===== src/hdl/perm_pkg.sv =====
// Shared types, constants and the factorial table of the permutation unranking block.
// Used by perm_ctrl, perm_sweep, permutation_unrank and perm_chk; depends on nothing.
`default_nettype none

package perm_pkg;

	localparam int SIZE_W     = 4;
	localparam int RANK_W     = 29;
	localparam int ELEM_W     = 4;
	localparam int FACT_W     = RANK_W + 1;
	localparam int FACT_LEN   = 21;
	localparam int FACT_IDX_W = 5;

	localparam logic [FACT_W-1:0] FACT_SAT = FACT_W'(1) << RANK_W;

	localparam logic [63:0] FACT_TABLE [FACT_LEN] = '{
		64'd1, 64'd1, 64'd2, 64'd6, 64'd24, 64'd120, 64'd720, 64'd5040, 64'd40320,
		64'd362880, 64'd3628800, 64'd39916800, 64'd479001600, 64'd6227020800,
		64'd87178291200, 64'd1307674368000, 64'd20922789888000,
		64'd355687428096000, 64'd6402373705728000, 64'd121645100408832000,
		64'd2432902008176640000
	};

	typedef enum logic {
		ST_IDLE,
		ST_SWEEP
	} perm_state_t;

	typedef struct packed {
		logic                  load;
		logic                  step;
		logic                  wrap;
		logic                  last;
		logic [FACT_IDX_W-1:0] fact_idx;
	} sweep_ctl_t;

	// Factorial clipped to 2^RANK_W, which already exceeds every rank.
	function automatic logic [FACT_W-1:0] fact_sat(input logic [FACT_IDX_W-1:0] idx);
		logic [63:0] f;
		if (int'(idx) < FACT_LEN) begin
			f = FACT_TABLE[idx];
		end else begin
			f = '1;
		end
		if (f > 64'(FACT_SAT)) begin
			return FACT_SAT;
		end
		return FACT_W'(f);
	endfunction

endpackage

`default_nettype wire


===== src/hdl/perm_ctrl.sv =====
// Sequencer of the permutation unranking block: state, position count, bit pointer.
// Depends on perm_pkg.
`default_nettype none

module perm_ctrl
	import perm_pkg::*;
#(
	parameter int MAX_N = 12,
	localparam int PtrW = (MAX_N > 1) ? $clog2(MAX_N) : 1,
	localparam int CntW = $clog2(MAX_N + 1)
) (
	input  wire logic              clk,
	input  wire logic              arst_n,
	input  wire logic              go,
	input  wire logic [SIZE_W-1:0] set_size,
	output logic                   busy,
	output sweep_ctl_t             ctl,
	output logic [PtrW-1:0]        ptr
);

	perm_state_t     state_q, state_d;
	logic [CntW-1:0] left_q;
	logic [PtrW-1:0] ptr_q;
	logic            sweep, wrap;

	assign sweep = (state_q == ST_SWEEP);
	assign wrap  = sweep && (ptr_q == PtrW'(MAX_N - 1));
	assign ptr   = ptr_q;

	always_comb begin
		state_d = state_q;
		case (state_q)
			ST_IDLE: begin
				if (go) state_d = ST_SWEEP;
			end
			ST_SWEEP: begin
				if (wrap && (left_q == CntW'(1))) state_d = ST_IDLE;
			end
			default: begin
				state_d = ST_IDLE;
			end
		endcase
	end

	always_comb begin
		busy         = sweep;
		ctl.load     = (state_q == ST_IDLE) && go;
		ctl.step     = sweep;
		ctl.wrap     = wrap;
		ctl.last     = wrap && (left_q == CntW'(1));
		ctl.fact_idx = FACT_IDX_W'(left_q - CntW'(1));
	end

	always_ff @(posedge clk or negedge arst_n) begin
		if (!arst_n) begin
			state_q <= ST_IDLE;
			left_q  <= '0;
			ptr_q   <= '0;
		end else begin
			state_q <= state_d;
			if (ctl.load) begin
				left_q <= CntW'(set_size);
				ptr_q  <= '0;
			end else if (sweep) begin
				ptr_q <= wrap ? '0 : ptr_q + PtrW'(1);
				if (wrap) left_q <= left_q - CntW'(1);
			end
		end
	end

endmodule

`default_nettype wire


===== src/hdl/perm_sweep.sv =====
// Bit-serial datapath: rotating unused-value mask and remaining rank; one value per mask sweep.
// Depends on perm_pkg; driven by perm_ctrl.
`default_nettype none

module perm_sweep
	import perm_pkg::*;
#(
	parameter int MAX_N = 12,
	localparam int PtrW = (MAX_N > 1) ? $clog2(MAX_N) : 1
) (
	input  wire logic              clk,
	input  wire logic              arst_n,
	input  wire sweep_ctl_t        ctl,
	input  wire logic [PtrW-1:0]   ptr,
	input  wire logic [RANK_W-1:0] rank,
	output logic [ELEM_W-1:0]      pick_elem
);

	logic [MAX_N-1:0]  mask_q, mask_d;
	logic [RANK_W-1:0] rem_q;
	logic              found_q;
	logic [ELEM_W-1:0] elem_q;
	logic [FACT_W-1:0] fact;
	logic              cand, ge, take, pick;

	assign fact = fact_sat(ctl.fact_idx);
	assign ge   = {1'b0, rem_q} >= fact;
	assign cand = !found_q && mask_q[0];
	assign take = cand && ge;
	assign pick = cand && !ge;

	assign mask_d    = MAX_N'({mask_q[0] & ~pick, mask_q} >> 1);
	assign pick_elem = found_q ? elem_q : ELEM_W'(ptr) + ELEM_W'(1);

	always_ff @(posedge clk or negedge arst_n) begin
		if (!arst_n) begin
			mask_q  <= '1;
			rem_q   <= '0;
			found_q <= 1'b0;
			elem_q  <= '0;
		end else if (ctl.load) begin
			mask_q  <= '1;
			rem_q   <= rank - RANK_W'(1);
			found_q <= 1'b0;
		end else if (ctl.step) begin
			mask_q  <= mask_d;
			if (take) rem_q <= rem_q - fact[RANK_W-1:0];
			found_q <= ctl.wrap ? 1'b0 : (found_q | pick);
			if (pick) elem_q <= pick_elem;
		end
	end

endmodule

`default_nettype wire


===== src/hdl/permutation_unrank.sv =====
// Permutation unranking, top level: set size n and one-based rank in, elements out.
// Timing: an error transaction shows its result in the cycle after acceptance;
// otherwise each element is registered as the mask sweep for its position wraps.
// Throughput: no new transaction is taken until the last mask sweep ends; the sweep
// checks one mask bit per cycle. An error transaction can be taken every cycle while idle. The receiver cannot stall.
// Reset: arst_n clears the sequencer and the result strobe; the block is idle at once.
`default_nettype none

module permutation_unrank
	import perm_pkg::*;
#(
	parameter int MAX_N = 12,
	localparam int PtrW = (MAX_N > 1) ? $clog2(MAX_N) : 1
) (
	input  wire logic              clk,
	input  wire logic              arst_n,
	input  wire logic              start,
	input  wire logic [SIZE_W-1:0] set_size,
	input  wire logic [RANK_W-1:0] rank,
	output logic                   busy,
	output logic                   valid,
	output logic [ELEM_W-1:0]      element,
	output logic                   last,
	output logic                   error
);

	localparam logic [FACT_IDX_W-1:0] MaxNv = FACT_IDX_W'(MAX_N);

	sweep_ctl_t        ctl;
	logic [PtrW-1:0]   ptr;
	logic [ELEM_W-1:0] pick_elem;
	logic              err, accept, go;
	logic              valid_q, last_q, error_q;
	logic [ELEM_W-1:0] element_q;

	assign err = (set_size == '0) || (FACT_IDX_W'(set_size) > MaxNv) || (rank == '0) ||
		({1'b0, rank} > fact_sat(FACT_IDX_W'(set_size)));
	assign accept = start && !busy;
	assign go     = start && !err;

	perm_ctrl #(.MAX_N(MAX_N)) u_ctrl (
		.clk      (clk),
		.arst_n   (arst_n),
		.go       (go),
		.set_size (set_size),
		.busy     (busy),
		.ctl      (ctl),
		.ptr      (ptr)
	);

	perm_sweep #(.MAX_N(MAX_N)) u_sweep (
		.clk       (clk),
		.arst_n    (arst_n),
		.ctl       (ctl),
		.ptr       (ptr),
		.rank      (rank),
		.pick_elem (pick_elem)
	);

	always_ff @(posedge clk or negedge arst_n) begin
		if (!arst_n) begin
			valid_q <= 1'b0;
		end else begin
			valid_q <= (accept && err) || ctl.wrap;
		end
	end

	always_ff @(posedge clk) begin
		if (accept && err) begin
			element_q <= '0;
			last_q    <= 1'b1;
			error_q   <= 1'b1;
		end else if (ctl.wrap) begin
			element_q <= pick_elem;
			last_q    <= ctl.last;
			error_q   <= 1'b0;
		end
	end

	assign valid   = valid_q;
	assign element = element_q;
	assign last    = last_q;
	assign error   = error_q;

endmodule

`default_nettype wire


===== config.mk =====
export PLATFORM = sky130hd
export DESIGN_NAME = permutation_unrank
export DESIGN_NICKNAME = d
export VERILOG_FILES = /design/src/hdl/perm_pkg.sv /design/src/hdl/perm_ctrl.sv /design/src/hdl/perm_sweep.sv /design/src/hdl/permutation_unrank.sv
export SDC_FILE = /design/constraint.sdc
export NUM_CORES = 1
export LEC_CHECK = 0
export BUFFER_PORTS_ARGS = -buffer_cell sky130_fd_sc_hd__buf_4
export CORE_ASPECT_RATIO = 0.8
export CORE_MARGIN = 4
export CORE_UTILIZATION = 65
export DETAILED_ROUTE_END_ITERATION = 7
export PLACE_DENSITY = 0.95
export SLEW_MARGIN = 10
export SYNTH_ARGS = -nofsm -noshare
export SYNTH_HDL_FRONTEND = slang
export SYNTH_SLANG_ARGS = --single-unit
export TNS_END_PERCENT = 1

===== constraint.sdc =====
create_clock -name clk -period 6.2 [get_ports clk]
set_input_delay 0.31 -clock clk [delete_from_list [all_inputs] [get_ports clk]]
set_output_delay 0.31 -clock clk [all_outputs]
set_load 0.005 [all_outputs]

; ---- Word-level counts from Yosys, hierarchy flattened
; Memory sizes are Yosys's and may differ from the RTL's.
; Cells that the tools add are included.
[op_classes]
eq_ne = 2
muxes = 29
n_addsub = 5
n_lt_le_gt_ge = 8
n_reduce_logical = 25
bitwise = 7
[ops]
columns = op, count
row1 = 2-to-1 mux 64 bit, 5
row2 = greater-than comparator 64 x 30 -> 1 bit (second input constant), 2
row3 = 2-to-1 mux 30 bit, 4
row4 = 2-to-1 mux 29 bit, 3
row5 = greater-or-equal comparator 29 x 30 -> 1 bit, 1
row6 = greater-than comparator 29 x 30 -> 1 bit, 1
row7 = logical NOT 29 bit, 1
row8 = subtractor 29 x 1 -> 29 bit (second input constant), 1
row9 = subtractor 29 bit, 1
row10 = 2-to-1 mux 4 bit, 7
row11 = 2-to-1 mux 12 bit, 2
row12 = greater-or-equal comparator 6 bit (second input constant), 2
row13 = logical AND 1 bit, 9
row14 = 2-to-1 mux 1 bit, 7
row15 = NOT 4 -> 6 bit, 1
row16 = NOT 5 -> 6 bit, 1
row17 = nonzero test 2 bit, 3
row18 = < comparator 5 bit (second input constant), 1
row19 = subtractor 4 x 1 -> 5 bit (second input constant), 1
row20 = adder 4 x 1 -> 4 bit (second input constant), 1
row21 = equality test 4 x 1 -> 1 bit (second input constant), 1
row22 = equality test 4 bit (second input constant), 1
row23 = greater-than comparator 4 bit (second input constant), 1
row24 = logical NOT 1 bit, 4
row25 = 9 further kinds, 15
[word_totals]
rom_bits = 4096
word_cells = 89
ff_bits = 62
input_bits = 36
out_inout_bits = 8
n_memories = 2
[mem_list]
columns = name, words, width, read_ports, rd_ports_with_merged_regs, wr, line
row1 = (no name shown), 32, 64, 1, 0, 0, perm_pkg.sv:41  ; f = FACT_TABLE[idx];
row2 = (no name shown), 32, 64, 1, 0, 0, perm_pkg.sv:41

; ---- Depth between registers and ports, before layout
; Gate-level depths: netlist of run 1.
[depth]
ltp_word = 16
ltp_mapped = 19
depth_no_buf = 17

; ---- Modules after synthesis
; Synthesis of run 1 repeated with hierarchy kept, for this count alone.
[unflattened]
cells_unflattened = 781
hier_area_um2 = 6511.2
[by_module_without_submodules]
columns = module, cells_each, seq_area_each_um2, area_each_um2, n_inst
row1 = perm_sweep, 559, 1166.1, 4611.9, 1
row2 = permutation_unrank, 170, 145.1, 1360.1, 1
row3 = perm_ctrl, 52, 225.2, 539.3, 1

; ---- Worst setup path before layout of run 1
; OpenSTA, ideal clock, no wires.
[synth_timing]
kind = flip-flop to flip-flop
start = register u_ctrl.left_q[0]
end = register u_sweep.rem_q[27]
setup_time_ps = 138
arrival_time_ps = 3922
path_stages_with_launch = 19
n_path_buf = 2
period_less_slack_ps = 4060
slack_ps = 2140
path_cell_list = dfrtp_1 -> inv_1 -> ha_1 -> inv_1 -> ha_1 -> clkbuf_1 -> clkbuf_1 -> nand3_1 -> o21ai_0 -> nand2_1 -> ha_1 -> a211o_1 -> a21oi_1 -> o221ai_1 -> o211ai_1 -> a311oi_1 -> or4_1 -> nand3_1 -> o221ai_1
[synth_between]
elab_chain_cells = 13
[synth_rtl]
columns = item, line
row1 = from (decl), perm_ctrl.sv:22  ; logic [CntW-1:0] left_q;
row2 = from (signal assigned), perm_ctrl.sv:62  ; left_q <= CntW'(set_size);
row3 = from (signal assigned), perm_ctrl.sv:66  ; if (wrap) left_q <= left_q - CntW'(1);
row4 = subtractor 4 x 1 -> 5 bit (*), perm_ctrl.sv:51  ; ctl.fact_idx = FACT_IDX_W'(left_q - CntW'(1));
row5 = NOT 5 -> 6 bit (implied by the code), perm_pkg.sv:41
row6 = memory read (32 x 64 bit), -
row7 = 2-to-1 mux 64 bit (implied by the code) (2 in series), perm_pkg.sv:41
row8 = 2-to-1 mux 64 bit (*), perm_pkg.sv:40  ; if (int'(idx) < FACT_LEN) begin
row9 = greater-than comparator 64 x 30 -> 1 bit, perm_pkg.sv:45  ; if (f > 64'(FACT_SAT)) begin
row10 = 2-to-1 mux 1 bit, perm_pkg.sv:45
row11 = 2-to-1 mux 30 bit (*), perm_pkg.sv:48  ; return FACT_W'(f);
row12 = subtractor 29 bit / greater-or-equal comparator 29 x 30 -> 1 bit (equally long branches), "perm_sweep.sv:47, perm_sweep.sv:27"
row13 = 2-to-1 mux 29 bit / logical AND 1 bit (equally long branches), "perm_sweep.sv:47, perm_sweep.sv:29"
row14 = 2-to-1 mux 29 bit / nonzero test 2 bit (equally long branches), -
row15 = 2-to-1 mux 29 bit / AND reduction 2 bit (equally long branches), -
row16 = to (signal assigned), perm_sweep.sv:43  ; rem_q <= rank - RANK_W'(1);
row17 = to (signal assigned), perm_sweep.sv:47  ; if (take) rem_q <= rem_q - fact[RANK_W-1:0];
row18 = to (decl), perm_sweep.sv:20  ; logic [RANK_W-1:0] rem_q;
; Every way passes the cells marked *; elsewhere a longest branch is shown, timed or not. The select of a mux whose other input is x is not followed.
; A chain may end at the register's enable or synchronous reset.

; ---- Worst setup path in the final report of run 1
[layout_timing]
start = register u_ctrl.left_q[0]
end = register u_sweep.rem_q[28]
; The elaborated chain is that of the path after synthesis.

==> parameters.txt, run 1 <==
Parameter                              Value

Run status
  Outcome    completed

Floorplanning
  Area inside the core boundary    9610 um2
  Number of top-level pins    44
  Initial core utilization    66.2%
  Y dimension of the die    96.5 um
  Standard-cell rows    32
  Die Outline Area    11,400 um2
  Die Span X    119 um

Final layout
  Post-layout utilization of the core    72.9%
  Area of the multi-input gates    4540 um2
  Relative area change from synthesis to final layout    10.1%
  Fraction of layout cells with a size suffix above 1    11.7%
  Count of inserted antenna diode cells    0
  Final net count    906
  Leading cell type in the layout, fill and taps excluded    nand2_1
  Finished layout cell area    around 7000 um2
  Most used cells in the layout excluding fill and tap cells    nand2_1 (96), ha_1 (81), nor2_1 (57)
  Fill count    673
  Register area    between 1500 and 2000 um2

Min path
  Type of the most critical hold path    in -> async

Placed design
  Setup slack at placement    0.973 ns
  Instance area after placement    approximately 6700 um2
  Port Buffer Count    43
  Detail Placement HPWL    13,500 um
  Routability congestion estimate    0.988

Logic synthesis
  Cells after Synth    768
  Post-synth EDFFs    0
  Yosys synthesis warning count    0
  Synthesized area divided by synthesized cell count    roughly 8.3 um2
  Synth Cell Area    6360 um2
  Most frequently used flop master after synthesis    dfrtp_1
  Cell variety after synth    76
  Async set or reset register ratio after synthesis    between 90 and 100%
  Sequential area share after synthesis    24.1%
  Seq cells post-synth    62

Drt
  DRT Wirelength    18,500 um
  First DRT Iteration DRCs    slightly above 700
  Number of vias per cell after detailed routing    6.84
  WL/cell    around 20 um
  Vias post-DR    6,235
  Total DRC errors in the routed layout    0
  Count of nets left with antenna violations after detail routing    0
  Total iterations of the first detailed-routing run    6

Setup path
  Nature of the critical path startpoint    flip-flop
  Type of the setup path with the least slack    reg -> reg
  Data arrival, critical path    approximately 5.6 ns
  Sort of element at the end of the critical path    flip-flop
  Worst-path maximum fanout    46
  Worst EP required    6.43 ns

Clocking
  Number of CTS-inserted buffers    9
  Post-cts hold buffer count    0
  Maximum root-to-sink buffer count    2
  Root buffer cell    clkbuf_16
  TritonCTS clock tree    yes
  Clock transition time at the flip-flop clock pins of the worst setup and hold paths    around 0.060 ns
  TritonCTS sink count    a little over 60
  Count of buffers added by post-CTS timing repair for setup    0
  Clock insertion delay at the later pin of the skew report    0.34 ns
  Post_cts resized    0
  Number of H-tree levels    3

Timing
  Final Worst Setup Slack    0.881 ns
  Final period utilization    85.8%
  Final critical-path required period    5.32 ns
  Final setup TNS    0 ns
  Worst clock skew    between 0.009 and 0.01 ns
  FMAX    188 MHz
  Number of failing setup endpoints in the final timing report    0
  RSZ-0062 raised after global routing    no
  Actual slew at the worst max-slew pin    1.09 ns
  Max-slew violation count    0
  Number of hold-slack violations in the final timing report    0
  Relative slew slack    27.5%

Job
  Maxcap violations    0

Pwr
  Worst IR drop on VDD    297 uV
  Power per cell area    670 nW/um2
  Static Leakage    3.00 nW

GRT
  Initial antenna violation count    0
  Wire length of the first global-routing pass    28,900 um
  All-Layer GR Usage    a little under a third
  Sum of overflow across all layers after global routing    0
  Pin count of the biggest net entering global routing    57
  Vias in the first global route    5,912
## state kept, by name, indices dropped and copies added, names as in the netlist, 4 cells and up
register and cells:
u_sweep.rem_q 29, u_sweep.mask_q 12, element 4, u_ctrl.left_q 4
u_ctrl.ptr 4, u_sweep.elem_q 4
## per-stage QoR
step | power (W) | std cells | hold WS (ns)
2_1_floorplan | 0.00328 | 769 | 0.0144
3_3_place_gp | 0.00384 | 896 | 0.397
3_5_place_dp | 0.00398 | 896 | 0.405
4_1_cts | 0.00458 | 912 | 0.0559
5_1_grt | 0.00500 | 912 | 0.0881
6_report | 0.00469 | 912 | 0.0237
## worst paths after layout
path / from / end / slack [ns] / cells past startpoint
max: u_ctrl.left_q[0]$_DFFE_PN0P_ / u_sweep.rem_q[28]$_DFFE_PN0P_ / 0.88 / 17
min: arst_n / valid$_DFF_PN0_ / 0.02 / 1
max reg2reg: u_ctrl.left_q[0]$_DFFE_PN0P_ / u_sweep.rem_q[28]$_DFFE_PN0P_ / 0.88 / 17
min reg2reg: error$_SDFFE_PP1P_ / error$_SDFFE_PP1P_ / 0.45 / 1
max in group asynchronous: arst_n / u_ctrl.left_q[0]$_DFFE_PN0P_ / 5.70 / 1
min in group clk: rank[6] / u_sweep.rem_q[6]$_DFFE_PN0P_ / 0.31 / 4
## routing by layer
layer	part of all wire, %	track usage [%]
met1	40	41.3
met5	0	0
met2	46	53.3
met3	11	7.16
met4	3.3	11.6
## critical path, cell delays in order (launching register included)
cell and delay [ns]:
dfrtp_1 0.47, inv_1 0.26, ha_1 0.24, inv_1 0.10
ha_1 0.59, o41ai_4 0.22, o21ai_1 0.17, nor2_1 0.45
nand2_1 0.17, ha_1 0.44, and3_1 0.23, and2_1 0.19
o21ai_1 0.12, a211oi_2 0.30, a21oi_4 0.16, nor2_8 0.59
nor2_1 0.10, a221o_1 0.39
## cell type report
cell class                 count  share of cell area (%)
tap                          119                    2.13
clock inverter                 5                   0.607
clock buffer                  11                    3.93
inverter                      31                    1.66
timing repair buffer          46                    4.93
sequential                    62                    21.9
multi-input combinational    638                    64.8
## power by group
group,internal [W],leakage (nW),switching (W)
sequential,0.000620,0.712,0.000167
clock,0.000325,0.154,0.000213
combinational,0.00136,2.14,0.00201
total,0.00230,3.00,0.00239
## synth_stat cells (13+ instances only)
cell | n | area share, %
clkbuf_1 | 17 | 1.0
nor2_1 | 57 | 3.4
nand3_1 | 26 | 2.0
xnor2_1 | 31 | 4.3
mux2i_1 | 16 | 2.5
nor3_1 | 27 | 2.1
ha_1 | 81 | 16
nand2_1 | 96 | 5.7
o22a_1 | 13 | 1.8
o221ai_1 | 17 | 2.3
buf_2 | 14 | 1.1
inv_1 | 30 | 1.8
xor2_1 | 18 | 2.5
a21oi_1 | 31 | 2.4
dfrtp_1 | 44 | 17
o21ai_0 | 42 | 3.3
## cell families (layout without fill, tap and decap cells)
logic type                 after synthesis  after routing  share of synthesized area (%)
and+or+nand+nor                        287            287                           22.5
AOI/OAI and AO/OA                      199            199                           22.5
adders and majority gates               82             82                           16.2
buffers and inverters                   69             93                           4.82
DFF                                     62             62                           24.1
xor gates and xnor gates                49             49                           6.74
muxes                                   19             19                           3.05
other                                    1              2                         0.0589
Power figures use the tool's default switching activity.
==> run 2: changes to the inputs <==
--- a/config.mk
+++ b/config.mk
@@ -6,7 +6,7 @@
 export NUM_CORES = 1
 export LEC_CHECK = 0
 export BUFFER_PORTS_ARGS = -buffer_cell sky130_fd_sc_hd__buf_4
-export CORE_ASPECT_RATIO = 0.8
+export CORE_ASPECT_RATIO = 2
 export CORE_MARGIN = 4
 export CORE_UTILIZATION = 65
 export DETAILED_ROUTE_END_ITERATION = 7
==> parameters.txt, run 2 (synthesis gave the netlist of run 1 again) <==
Parameter                              Value

Drt
  Total iterations of the first detailed-routing run    8 (+2)
  DRT Wirelength    19,300 um (+4.0%)
  Total DRC errors in the routed layout    1 (+1)
  Number of vias per cell after detailed routing    6.72 (-1.7%)
  First DRT Iteration DRCs    620 (-12%)
  Vias post-DR    6,214 (-0.34%)
  WL/cell    20.8 um (+2.5%)
  Count of nets left with antenna violations after detail routing    0 (unchanged)

Floorplanning
  Die Span X    78.0 um (-34%)
  Area inside the core boundary    9450 um2 (-1.7%)
  Number of top-level pins    44 (unchanged)
  Initial core utilization    67.4% (+1.1 points)
  Y dimension of the die    148 um (+53%)
  Die Outline Area    11,500 um2 (+0.75%)
  Standard-cell rows    50 (+56%)

Timing
  Final Worst Setup Slack    1.03 ns (+0.145 ns)
  Max-slew violation count    0 (unchanged)
  FMAX    193 MHz (+2.8%)
  Final setup TNS    0 ns (unchanged)
  Number of hold-slack violations in the final timing report    0 (unchanged)
  Actual slew at the worst max-slew pin    0.734 ns (-0.352 ns)
  Relative slew slack    51.0% (+24 points)
  Min Hold Slack    0.0450 ns (+0.0213 ns)
  Number of failing setup endpoints in the final timing report    0 (unchanged)
  Final period utilization    83.5% (-2.3 points)
  Worst clock skew    0.00629 ns (-0.00338 ns)
  RSZ-0062 raised after global routing    no
  Final critical-path required period    5.17 ns (-0.145 ns)

Clocking
  Clock transition time at the flip-flop clock pins of the worst setup and hold paths    0.06 ns (about the same)
  Root buffer cell    clkbuf_16
  Number of H-tree levels    3 (unchanged)
  Count of buffers added by post-CTS timing repair for setup    0 (unchanged)
  TritonCTS sink count    62 (unchanged)
  Maximum root-to-sink buffer count    2 (unchanged)
  Post_cts resized    0 (unchanged)
  TritonCTS clock tree    yes
  Post-cts hold buffer count    0 (unchanged)
  Number of CTS-inserted buffers    9 (unchanged)
  Clock insertion delay at the later pin of the skew report    0.33 ns (about the same)

GRT
  Pin count of the biggest net entering global routing    57 (unchanged)
  Vias in the first global route    6,431 (+8.8%)
  Wire length of the first global-routing pass    31,300 um (+8.3%)
  Sum of overflow across all layers after global routing    0 (unchanged)
  Initial antenna violation count    0 (unchanged)
  All-Layer GR Usage    34.0% (+2.1 points)

Setup path
  Most frequent cell on the critical path    ha_1
  Sort of element at the end of the critical path    flip-flop
  Nature of the critical path startpoint    flip-flop
  Worst-path maximum fanout    46 (unchanged)
  Sequence of cells on the critical path    inv_1, ha_1, inv_1, ha_1, o41ai_4, o21ai_1, nor2_1, o211ai_1, ha_1, and3_1, and2_1, o21ai_1, a211oi_2, a21oi_4, nor2_8, nor2_1, a221o_1
  Worst path buffer plus inverter count    2 (unchanged)
  Worst EP required    6.41 ns (-0.02 ns)
  Data arrival, critical path    5.39 ns (-0.16 ns)
  Type of the setup path with the least slack    reg -> reg
  Kind of cell with the highest combined delay on the critical path    compound AO/OA/AOI/OAI gates
  Critical Path Slowest Stage Cell    nor2_8
  Biggest cell delay along the critical path    0.57 ns (-0.02 ns)

Final layout
  Number of flip-flops in the largest register    29 (unchanged)
  Final std cells w/o fill    925 (+1.4%)
  Top reg by flops    u_sweep.rem_q
  Relative area change from synthesis to final layout    9.97% (about the same)
  Count of inserted antenna diode cells    0 (unchanged)
  Leading cell type in the layout, fill and taps excluded    nand2_1
  Fraction of layout cells with a size suffix above 1    12.1% (+0.35 points)
  Final net count    908 (+0.22%)
  Most used cells in the layout excluding fill and tap cells    nand2_1 (96), ha_1 (81), nor2_1 (57)
  Registers with the most flip-flops    u_sweep.rem_q (29), u_sweep.mask_q (12)
  Fill count    680 (+1.0%)

Placed design
  Setup slack at placement    1.11 ns (+0.142 ns)
  Detail Placement HPWL    15,000 um (+11%)
  Port Buffer Count    43 (unchanged)
  Routability congestion estimate    0.996 (+0.77%)
  Dpl cells    909 (+1.5%)

Job
  Maxcap violations    0 (unchanged)

Run status
  Outcome    finished, violations left
  Violated checks    design-rule violations

Pwr
  Power per cell area    666 nW/um2 (-0.49%)
  Static Leakage    3.00 nW (about the same)
  Tot Pwr    0.00466 W (-0.58%)
  Worst IR drop on VDD    355 uV (+19%)

Min path
  Type of the most critical hold path    in -> async
run 2: layout make-up:
type	instances	area (um2)	share of cell area, %
Tap cell	130	163	2.32
Clock buffer	9	225	3.22
Inverter	31	116	1.66
Multi-Input combinational cell	638	4540	64.9
Sequential cell	62	1540	22.0
Timing Repair Buffer	48	360	5.15
Clock inverter	7	52.6	0.751
run 2: worst paths after layout:
| kind | start | endpoint | slack (ns) | cells past startpoint |
|---|---|---|---|---|
| min in group clk | rank[25] | u_sweep.rem_q[25]$_DFFE_PN0P_ | 0.32 | 3 |
| worst max register to register | u_ctrl.left_q[0]$_DFFE_PN0P_ | u_sweep.rem_q[28]$_DFFE_PN0P_ | 1.03 | 17 |
| worst min-delay path | arst_n | u_sweep.elem_q[2]$_DFFE_PN0P_ | 0.04 | 1 |
| worst min register to register | error$_SDFFE_PP1P_ | error$_SDFFE_PP1P_ | 0.47 | 1 |
| worst max-delay path | u_ctrl.left_q[0]$_DFFE_PN0P_ | u_sweep.rem_q[28]$_DFFE_PN0P_ | 1.03 | 17 |
| max in group asynchronous | arst_n | u_sweep.rem_q[26]$_DFFE_PN0P_ | 5.68 | 1 |
run 2: per-stage QoR:
step / util, % / area [um2]
after floorplan: - / 6370
after global placement: 71.1 / 6720
after detailed placement: 71.1 / 6720
after CTS: 74.1 / 7000
after global routing: 74.1 / 7000
final: 74.1 / 7000
run 2: power breakdown:
part           leakage [nW]  switching, W  internal, W
Clock                 0.141      0.000207     0.000275
Sequential            0.712      0.000169     0.000620
Combinational          2.15       0.00204      0.00136
run 2: metal layers:
layer | track usage [%] | vias to the layer above | part of all wire (%) | routed length (um)
li1 | - | 2867 | - | -
met2 | 61.6 | 295 | 52 | 10100
met4 | 25.3 | 0 | 8.4 | 1620
met1 | 34.4 | 2936 | 34 | 6620
met3 | 5.00 | 116 | 4.9 | 953
met5 | 0 | - | 0 | 0
